==> config.mk <==
export PLATFORM = sky130hd
export DESIGN_NAME = clipped_alpha_blend_blitter
export DESIGN_NICKNAME = d
export VERILOG_FILES = /design/src/rtl/cab_pkg.sv /design/src/rtl/cab_front.sv /design/src/rtl/cab_queue.sv /design/src/rtl/cab_back.sv /design/src/rtl/clipped_alpha_blend_blitter.sv
export SDC_FILE = /design/constraint.sdc
export NUM_CORES = 2
export LEC_CHECK = 0
export BUFFER_PORTS_ARGS = -buffer_cell sky130_fd_sc_hd__buf_2
export CORE_ASPECT_RATIO = 1.1
export CORE_UTILIZATION = 59
export CTS_CLUSTER_DIAMETER = 200
export CTS_CLUSTER_SIZE = 30
export DETAILED_ROUTE_END_ITERATION = 8
export PLACE_DENSITY = 0.82
export SLEW_MARGIN = 40
export SYNTH_ARGS = -nofsm -noshare
export SYNTH_HDL_FRONTEND = slang
export SYNTH_SLANG_ARGS = --single-unit
export TNS_END_PERCENT = 20
==> constraint.sdc <==
create_clock -name clk -period 11.6 [get_ports clk]
set_input_delay 1.16 -clock clk [delete_from_list [all_inputs] [get_ports clk]]
set_output_delay 1.16 -clock clk [all_outputs]
set_load 0.02 [all_outputs]
==> src/rtl/cab_pkg.sv <==
// ============================================================================
// cab_pkg: shared types and constants of the clipped alpha-blend blitter
// Holds the register indexes, the effective configuration bundle and the
// record that passes from the front end through the queue to the back end.
// ============================================================================
package cab_pkg;

    // Largest image or screen dimension the block handles.
    localparam int unsigned MaxDim     = 4096;
    localparam int unsigned DimW       = $clog2(MaxDim) + 1;  // holds MaxDim itself
    localparam int unsigned PosW       = DimW - 1;            // counter and coordinate width
    localparam int unsigned CfgW       = 13;
    localparam int unsigned IdxW       = 24;
    localparam int unsigned QueueDepth = 4;
    localparam int unsigned QPtrW      = $clog2(QueueDepth);
    localparam int unsigned QCntW      = $clog2(QueueDepth + 1);

    // Configuration register indexes.
    typedef enum logic [2:0] {
        REG_SCREEN_WIDTH  = 3'd0,
        REG_SCREEN_HEIGHT = 3'd1,
        REG_IMAGE_WIDTH   = 3'd2,
        REG_IMAGE_HEIGHT  = 3'd3,
        REG_POS_X         = 3'd4,
        REG_POS_Y         = 3'd5
    } cab_reg_t;

    // Effective (clamped) configuration seen by the datapath.
    typedef struct packed {
        logic [DimW-1:0]        screen_width;
        logic [DimW-1:0]        screen_height;
        logic [DimW-1:0]        image_width;
        logic [DimW-1:0]        image_height;
        logic signed [CfgW-1:0] pos_x;
        logic signed [CfgW-1:0] pos_y;
    } cab_cfg_t;

    // One classified pixel on its way to the blend unit.
    typedef struct packed {
        logic            visible;
        logic            last;
        logic [PosW-1:0] x;
        logic [PosW-1:0] y;
        logic [31:0]     src;   // red, green, blue, alpha from the lowest byte up
        logic [31:0]     dst;   // red, green, blue, alpha from the lowest byte up
    } cab_item_t;

    // Image dimension: zero acts as one, anything above the limit as the limit.
    function automatic logic [DimW-1:0] image_dim(input logic [CfgW-1:0] v);
        logic [DimW-1:0] r;
        if (v == '0)
            r = DimW'(1);
        else if (v > CfgW'(MaxDim))
            r = DimW'(MaxDim);
        else
            r = DimW'(v);
        return r;
    endfunction

    // Screen dimension: anything above the limit acts as the limit.
    function automatic logic [DimW-1:0] screen_dim(input logic [CfgW-1:0] v);
        logic [DimW-1:0] r;
        if (v > CfgW'(MaxDim))
            r = DimW'(MaxDim);
        else
            r = DimW'(v);
        return r;
    endfunction

    // floor(t / 255) for t below 65280, without a divider.
    function automatic logic [7:0] div255(input logic [15:0] t);
        logic [16:0] s;
        s = {1'b0, t} + 17'(t[15:8]) + 17'd1;
        return s[15:8];
    endfunction

endpackage

==> src/rtl/cab_front.sv <==
// ============================================================================
// cab_front: pixel placement and clipping
// Keeps the image column and row counters, places each accepted word on the
// screen, decides visibility and the end of the image, and hands the result
// on as one queue record.
// ============================================================================
module cab_front
    import cab_pkg::*;
(
    input  logic      clk,
    input  logic      rst_n,
    input  cab_cfg_t  cfg,
    input  logic      accept,
    input  logic [63:0] pixels,
    output cab_item_t item
);

    logic [PosW-1:0] column_reg, column_next;
    logic [PosW-1:0] row_reg, row_next;
    logic [PosW-1:0] column_eff, row_eff;
    logic [DimW-1:0] column_inc, row_inc;
    logic signed [CfgW:0] x_pos, y_pos;
    logic x_on, y_on;

    // A counter left beyond a shrunken image starts again at zero.
    assign column_eff = ({1'b0, column_reg} >= cfg.image_width) ? '0 : column_reg;
    assign row_eff    = ({1'b0, row_reg} >= cfg.image_height) ? '0 : row_reg;
    assign column_inc = {1'b0, column_eff} + DimW'(1);
    assign row_inc    = {1'b0, row_eff} + DimW'(1);

    // Screen position and clipping against the screen edges.
    assign x_pos = {cfg.pos_x[CfgW-1], cfg.pos_x} + $signed({2'b00, column_eff});
    assign y_pos = {cfg.pos_y[CfgW-1], cfg.pos_y} + $signed({2'b00, row_eff});
    assign x_on  = !x_pos[CfgW] && (x_pos[CfgW-1:0] < cfg.screen_width);
    assign y_on  = !y_pos[CfgW] && (y_pos[CfgW-1:0] < cfg.screen_height);

    // Record handed to the queue.
    always_comb
    begin
        item.visible = x_on && y_on;
        item.last    = (column_inc == cfg.image_width) && (row_inc == cfg.image_height);
        item.x       = x_pos[PosW-1:0];
        item.y       = y_pos[PosW-1:0];
        item.src     = pixels[31:0];
        item.dst     = pixels[63:32];
    end

    // Raster order advance of the counters.
    always_comb
    begin
        column_next = column_reg;
        row_next    = row_reg;
        if (accept)
        begin
            if (column_inc >= cfg.image_width)
            begin
                column_next = '0;
                row_next    = (row_inc >= cfg.image_height) ? '0 : row_inc[PosW-1:0];
            end
            else
            begin
                column_next = column_inc[PosW-1:0];
                row_next    = row_eff;
            end
        end
    end

    always_ff @(posedge clk or negedge rst_n)
    begin
        if (!rst_n)
        begin
            column_reg <= '0;
            row_reg    <= '0;
        end
        else
        begin
            column_reg <= column_next;
            row_reg    <= row_next;
        end
    end

endmodule

==> src/rtl/cab_queue.sv <==
// ============================================================================
// cab_queue: short record queue between front and back end
// A small register queue that lets the input side keep taking words while
// the blend unit or the output is held.
// ============================================================================
module cab_queue
    import cab_pkg::*;
(
    input  logic      clk,
    input  logic      rst_n,
    input  logic      push,
    input  cab_item_t push_item,
    output logic      full,
    input  logic      pop,
    output logic      not_empty,
    output cab_item_t pop_item
);

    cab_item_t        slots [QueueDepth];
    logic [QPtrW-1:0] wr_ptr_reg, wr_ptr_next;
    logic [QPtrW-1:0] rd_ptr_reg, rd_ptr_next;
    logic [QCntW-1:0] count_reg, count_next;

    assign full      = (count_reg == QCntW'(QueueDepth));
    assign not_empty = (count_reg != '0);
    assign pop_item  = slots[rd_ptr_reg];

    // Pointer and fill count update.
    always_comb
    begin
        wr_ptr_next = push ? wr_ptr_reg + QPtrW'(1) : wr_ptr_reg;
        rd_ptr_next = pop ? rd_ptr_reg + QPtrW'(1) : rd_ptr_reg;
        count_next  = count_reg + QCntW'(push) - QCntW'(pop);
    end

    always_ff @(posedge clk or negedge rst_n)
    begin
        if (!rst_n)
        begin
            wr_ptr_reg <= '0;
            rd_ptr_reg <= '0;
            count_reg  <= '0;
        end
        else
        begin
            wr_ptr_reg <= wr_ptr_next;
            rd_ptr_reg <= rd_ptr_next;
            count_reg  <= count_next;
        end
    end

    // Storage for the records themselves.
    always_ff @(posedge clk)
    begin
        if (push)
            slots[wr_ptr_reg] <= push_item;
    end

    // The fill count never passes the depth.
    a_count_bound: assert property (@(posedge clk) disable iff (!rst_n)
        count_reg <= QCntW'(QueueDepth))
        else $error("queue fill count beyond depth");

    // Nothing is taken from an empty queue or added to a full one.
    a_no_underflow: assert property (@(posedge clk) disable iff (!rst_n)
        pop |-> not_empty)
        else $error("queue read while empty");

    a_no_overflow: assert property (@(posedge clk) disable iff (!rst_n)
        push |-> !full)
        else $error("queue written while full");

    // A lone push raises the count by exactly one.
    a_count_step: assert property (@(posedge clk) disable iff (!rst_n)
        (push && !pop) |=> count_reg == $past(count_reg) + QCntW'(1))
        else $error("queue count out of step with pushes");

endmodule

==> src/rtl/cab_back.sv <==
// ============================================================================
// cab_back: index and blend unit
// Two stages: the first forms the products of the row offset and of the
// blend, the second adds, divides by 255 and holds the finished word for
// the output side.
// ============================================================================
module cab_back
    import cab_pkg::*;
(
    input  logic            clk,
    input  logic            rst_n,
    input  logic [DimW-1:0] screen_width,
    input  logic            item_valid,
    input  cab_item_t       item,
    output logic            item_pop,
    output logic            out_valid,
    input  logic            out_ready,
    output logic            out_visible,
    output logic            out_last,
    output logic [IdxW-1:0] out_index,
    output logic [31:0]     out_pixel
);

    localparam int unsigned RowProdW = PosW + DimW;

    logic                s1_valid_reg;
    logic                s1_visible_reg;
    logic                s1_last_reg;
    logic [PosW-1:0]     s1_x_reg;
    logic [RowProdW-1:0] s1_row_reg;
    logic [15:0]         s1_src_prod_reg [4];
    logic [15:0]         s1_dst_prod_reg [4];
    logic                s2_valid_reg;
    logic                s2_visible_reg;
    logic                s2_last_reg;
    logic [IdxW-1:0]     s2_index_reg;
    logic [31:0]         s2_pixel_reg;
    logic                s1_ready, s2_ready;
    logic [7:0]          alpha, alpha_inv;
    logic [7:0]          src_term [4];
    logic [IdxW-1:0]     index_sum;
    logic [31:0]         pixel_blend;

    // Stage handshake: a stage moves when the one after it has room.
    assign s2_ready = !s2_valid_reg || out_ready;
    assign s1_ready = !s1_valid_reg || s2_ready;
    assign item_pop = item_valid && s1_ready;

    // Stage one operands; the alpha channel takes alpha times itself.
    assign alpha     = item.src[31:24];
    assign alpha_inv = 8'd255 - alpha;
    always_comb
    begin
        for (int c = 0; c < 4; c++)
            src_term[c] = item.src[8*c +: 8];
    end

    always_ff @(posedge clk or negedge rst_n)
    begin
        if (!rst_n)
        begin
            s1_valid_reg <= 1'b0;
            s2_valid_reg <= 1'b0;
        end
        else
        begin
            if (s1_ready)
                s1_valid_reg <= item_valid;
            if (s2_ready)
                s2_valid_reg <= s1_valid_reg;
        end
    end

    // Stage one: row offset product and the two blend products per channel.
    always_ff @(posedge clk)
    begin
        if (item_pop)
        begin
            s1_visible_reg <= item.visible;
            s1_last_reg    <= item.last;
            s1_x_reg       <= item.x;
            s1_row_reg     <= item.y * screen_width;
            for (int c = 0; c < 4; c++)
            begin
                s1_src_prod_reg[c] <= src_term[c] * alpha;
                s1_dst_prod_reg[c] <= item.dst[8*c +: 8] * alpha_inv;
            end
        end
    end

    // Stage two operands: index sum and the divided blend sums.
    assign index_sum = s1_row_reg[IdxW-1:0] + IdxW'(s1_x_reg);
    always_comb
    begin
        for (int c = 0; c < 4; c++)
            pixel_blend[8*c +: 8] = div255(s1_src_prod_reg[c] + s1_dst_prod_reg[c]);
    end

    // Stage two: output register, zero fields for a clipped pixel.
    always_ff @(posedge clk)
    begin
        if (s2_ready && s1_valid_reg)
        begin
            s2_visible_reg <= s1_visible_reg;
            s2_last_reg    <= s1_last_reg;
            s2_index_reg   <= s1_visible_reg ? index_sum : '0;
            s2_pixel_reg   <= s1_visible_reg ? pixel_blend : '0;
        end
    end

    assign out_valid   = s2_valid_reg;
    assign out_visible = s2_visible_reg;
    assign out_last    = s2_last_reg;
    assign out_index   = s2_index_reg;
    assign out_pixel   = s2_pixel_reg;

    // A clipped pixel leaves with all data fields at zero.
    a_clip_zero: assert property (@(posedge clk) disable iff (!rst_n)
        (out_valid && !out_visible) |-> (out_index == '0 && out_pixel == '0))
        else $error("clipped pixel carries data");

    // A word taken from the queue reaches stage one on the next edge.
    a_pop_fills: assert property (@(posedge clk) disable iff (!rst_n)
        item_pop |=> s1_valid_reg)
        else $error("popped record lost before stage one");

    // Stage one is never overwritten while it waits.
    a_s1_hold: assert property (@(posedge clk) disable iff (!rst_n)
        (s1_valid_reg && !s2_ready) |=> (s1_valid_reg && $stable(s1_row_reg)))
        else $error("stage one changed while held");

endmodule

==> src/rtl/clipped_alpha_blend_blitter.sv <==
// ============================================================================
// clipped_alpha_blend_blitter: clipped source-over blitter, top level
// Holds the configuration registers, places each image pixel on the screen,
// clips it, and blends the source over the framebuffer pixel.
//
//  channel  | direction | word contents (lowest bits first)
//  ---------+-----------+------------------------------------------------------
//  s_axis   | in        | src r,g,b,a, dst r,g,b,a (8 bits each)
//  m_axis   | out       | tdata: pixel_index, out r,g,b,a; tuser: visible; tlast
//  cfg      | in        | cfg_we, cfg_index, cfg_data (13 bits)
//
// One word per clock is taken and delivered when neither side holds.
// A word is written into the queue when it is taken, then passes the product
// stage register and the output register before it is offered on the output.
// The four-entry queue lets input go on during output stalls until it fills.
// Reset clears the counters, the queue and the pipeline and restores the
// register defaults. No clearing pass is needed.
// ============================================================================
module clipped_alpha_blend_blitter
    import cab_pkg::*;
(
    input  logic             clk,
    input  logic             rst_n,
    // Pixel input.
    input  logic             s_tvalid,
    output logic             s_tready,
    input  logic [63:0]      s_tdata,    // src_red, src_green, src_blue, src_alpha,
                                         // dst_red, dst_green, dst_blue, dst_alpha
    // Blended output.
    output logic             m_tvalid,
    input  logic             m_tready,
    output logic [55:0]      m_tdata,    // pixel_index, out_red, out_green, out_blue,
                                         // out_alpha
    output logic [0:0]       m_tuser,    // visible
    output logic             m_tlast,
    // Configuration writes.
    input  logic             cfg_we,
    input  logic [2:0]       cfg_index,
    input  logic [CfgW-1:0]  cfg_data
);

    logic [CfgW-1:0] screen_width_reg, screen_height_reg;
    logic [CfgW-1:0] image_width_reg, image_height_reg;
    logic [CfgW-1:0] pos_x_reg, pos_y_reg;
    cab_cfg_t        cfg;
    cab_item_t       front_item, queue_item;
    logic            accept, queue_full, queue_not_empty, queue_pop;
    logic            out_visible;
    logic [IdxW-1:0] out_index;
    logic [31:0]     out_pixel;

    // Configuration registers; an unknown index is ignored.
    always_ff @(posedge clk or negedge rst_n)
    begin
        if (!rst_n)
        begin
            screen_width_reg  <= CfgW'(640);
            screen_height_reg <= CfgW'(480);
            image_width_reg   <= CfgW'(1);
            image_height_reg  <= CfgW'(1);
            pos_x_reg         <= '0;
            pos_y_reg         <= '0;
        end
        else if (cfg_we)
        begin
            unique case (cab_reg_t'(cfg_index))
                REG_SCREEN_WIDTH:  screen_width_reg  <= cfg_data;
                REG_SCREEN_HEIGHT: screen_height_reg <= cfg_data;
                REG_IMAGE_WIDTH:   image_width_reg   <= cfg_data;
                REG_IMAGE_HEIGHT:  image_height_reg  <= cfg_data;
                REG_POS_X:         pos_x_reg         <= cfg_data;
                REG_POS_Y:         pos_y_reg         <= cfg_data;
                default:           ;
            endcase
        end
    end

    // Effective dimensions after clamping.
    always_comb
    begin
        cfg.screen_width  = screen_dim(screen_width_reg);
        cfg.screen_height = screen_dim(screen_height_reg);
        cfg.image_width   = image_dim(image_width_reg);
        cfg.image_height  = image_dim(image_height_reg);
        cfg.pos_x         = $signed(pos_x_reg);
        cfg.pos_y         = $signed(pos_y_reg);
    end

    // Input handshake: a word is taken whenever the queue has room.
    assign s_tready = !queue_full;
    assign accept   = s_tvalid && s_tready;

    cab_front u_front (
        .clk    (clk),
        .rst_n  (rst_n),
        .cfg    (cfg),
        .accept (accept),
        .pixels (s_tdata),
        .item   (front_item)
    );

    cab_queue u_queue (
        .clk       (clk),
        .rst_n     (rst_n),
        .push      (accept),
        .push_item (front_item),
        .full      (queue_full),
        .pop       (queue_pop),
        .not_empty (queue_not_empty),
        .pop_item  (queue_item)
    );

    cab_back u_back (
        .clk          (clk),
        .rst_n        (rst_n),
        .screen_width (cfg.screen_width),
        .item_valid   (queue_not_empty),
        .item         (queue_item),
        .item_pop     (queue_pop),
        .out_valid    (m_tvalid),
        .out_ready    (m_tready),
        .out_visible  (out_visible),
        .out_last     (m_tlast),
        .out_index    (out_index),
        .out_pixel    (out_pixel)
    );

    // Output word packing.
    assign m_tdata = {out_pixel, out_index};
    assign m_tuser = out_visible;

endmodule

==> impl_metrics.tcl <==
set metrics [dict create \
    die_y_um 314 \
    coreArea_um2 87900 \
    wire_per_inst_um 19.8 \
    grt_pass1_wl_mm 188 \
    crit_slowest_cell "dfrtp_1" \
    grt_max_degree 78 \
    synth.net_count 5737 \
    track_usage_pct 26.8 \
    cts_buffers 27 \
    async_reset_ff_share_pct 16.0 \
    drc_errors 0 \
    finalHoldViolCount 0 \
    status "finished, final reports clean" \
    criticalPathCategory "reg2reg" \
    largest_reg_flops 360 \
    clockBufferDepth 3 \
    dpl.hpwl_mm 88.1 \
    timing.fmax_ghz 0.133 \
    rsz0062_at_grt "no" \
    crit_path_frequent_cell "a21o_1" \
    finalSetupTns_ns 0 \
    slew_headroom_pct 41.5 \
    slew_viol_final 0 \
    std_cell_rows 114 \
    cts_tree "done" \
    max_stage_delay_ns 0.41 \
    synth_commonest_cells "inv_1, edfxtp_1, ha_1" \
    port-buffer-count 144 \
    yosysSeqAreaShare_pct 38.8 \
    synth_ff_type "edfxtp_1" \
    syn2layout_area_growth_pct 5.68 \
    routed_wl_mm 119 \
    die_x_um 286 \
    synth_most_common_cell "inv_1" \
    min_path_type "in2async" \
    cp-start-kind "flop" \
    ys_seq_elements 694 \
    worstSetupEndpointType "flop" \
    dieArea_um2 89900 \
    ys_types 79 \
    grt_pass1_vias 36241 \
    yosysTopAreaCell "edfxtp_1" \
    grt-ovfl-total 0 \
    synthCells 4717 \
    cp_max_fo 11 \
    hold_buffers 0 \
    dpl.cell_count 5925 \
    arrival_ns 8.00 \
    clk_pin_slew_ns 0.12 \
    ant_nets 0 \
    synth_top_area_share_pct 33.5 \
    drive_above_1_share_pct 9.41 \
    stdcell_count 5988 \
    required_ns 12.09 \
    max-cap-violations 0 \
    antenna_found_initial 27 \
    gp_congestion 0.918 \
    setup_violations 0 \
    seqCellArea_um2 20300 \
    rrSetupSlack_ns 4.09 \
    synthTopCellsByArea "edfxtp_1, fa_1, ha_1" \
    fin_crit_sh_pct 64.8 \
    r2r-start "image_width_reg[8]" \
    initial_core_util_pct 59.5 \
    final_nets 5814 \
    cts_setup_buffers 0 \
    synth_edf_count 583 \
    routed_via_density 5.85 \
    io_pins 145 \
    n_fill_cell 6725 \
    avgSynthCellArea_um2 11.1 \
    clock-root-buffer "clkbuf_16" \
    ff2ff_path_depth 34 \
    worst_slew_pin_slew_ns 0.871 \
    num_vias 35026 \
    placed_cell_area_um2 54400 \
    final_area_um2 55300 \
    fin_crit_ns 7.51 \
    timing.rr.end "u_queue.slots[1][89]" \
    ctsResizeCount 0 \
    clk-insertion-delay-late_ns 0.66 \
    drtPass1Iterations 6 \
    clock_skew_ns 0.0382 \
    clkSinkCount 694 \
    syn-cell-area_um2 52300 \
    multi_input_area_um2 29300 \
    drt_iter0_drc 2618 \
    yosysWarnings 0 \
    htreeDepth 1 \
]
## routing by layer
| metal | global-route usage [%] | routed length (um) | vias up |
|---|---|---|---|
| met3 | 3.82 | 8420 | 311 |
| met2 | 47.1 | 59900 | 1218 |
| met4 | 11.2 | 4900 | 18 |
| met1 | 33.0 | 45300 | 17428 |
| li1 | - | - | 16051 |
| met5 | 0 | 103 | - |
## through the flow
stage	util (%)	hold slack (ns)	worst slack [ns]
CTS	62.9	0.452	4.12
detailed placement	61.9	0.484	4.21
floorplan	-	0.400	0.142
global route	62.9	0.486	3.42
finish	62.9	0.458	4.09
global placement	61.9	0.481	4.25
## kinds of logic (layout without fill, tap and decap cells)
family,Yosys count,in the layout,share of synthesized area (%)
AO/OA/AOI/OAI,592,592,7.19
XOR/XNOR,244,244,4.10
adder cells (fa/ha/maj),937,937,28.0
buffers and inverters,763,861,5.50
flip-flops,694,694,38.8
multiplexers,209,209,5.40
other,0,13,0
AND/OR/NAND/NOR,1278,1278,11.0
## worst max-delay path, delay by kind of cell (launching register included)
kind	cells	cell delay, ns
fa+ha+maj	4	1.22
compound gates	19	3.65
buf+inv	1	0.06
xor+xnor	1	0.36
flops	1	0.41
simple gates	9	1.65
## worst max-delay path by stage
stage,startpoint,end,slack (ns),cells past startpoint
final,image_width_reg[8],u_queue.slots[1][89],4.09,34
after floorplan,m_tready,u_queue.count_reg[2],0.14,9
after CTS,image_width_reg[8],u_queue.slots[1][89],4.12,34
after detailed placement,u_queue.rd_ptr_reg[0],u_back.s1_dst_prod_reg[3][15],4.21,23
after global placement,u_queue.rd_ptr_reg[0],u_back.s1_dst_prod_reg[3][15],4.25,22
after global routing,image_width_reg[8],u_queue.slots[1][89],3.42,34
## layout by cell type, fill, tap and decap left out, types with 15 or more instances in the layout
master     synthesis  layout
or2_2             15      15
dfrtp_1          103     101
clkbuf_1         111      21
mux4_2            47      47
edfxtp_1         583     583
a21oi_1          153     152
ha_1             543     543
nor3_1            38      37
xnor2_1          180     180
mux2_2           117     117
a21boi_0          27      27
clkbuf_16          0      27
mux2i_1           45      45
nand2b_1          57      57
nand3_1           31      31
and3_1            20      16
nor2_1           383     382
nand2_1          510     509
o21ai_1           27      23
and2_1           108     107
inv_1            618     617
xor2_1            63      63
nand4_1           21      21
o211ai_1          15      15
buf_2              9     143
nor2b_1           43      39
o21ai_0          138     131
fa_1             392     392
o21a_1            47      47
o21bai_1          19      19
a21o_1            66      66
buf_4              0      38
## final cells by class
class / count / area share [%]
diodes: 13 / 0.0588
clock buffers: 48 / 1.36
inverters: 621 / 4.22
multi-input cells: 3260 / 52.9
repair buffers: 190 / 2.01
well taps: 1160 / 2.63
clock inverters: 2 / 0.0702
flip-flops and latches: 694 / 36.7
Power is not shown: default switching activity piles up to over one toggle a cycle in this logic, so the estimate is an artifact.
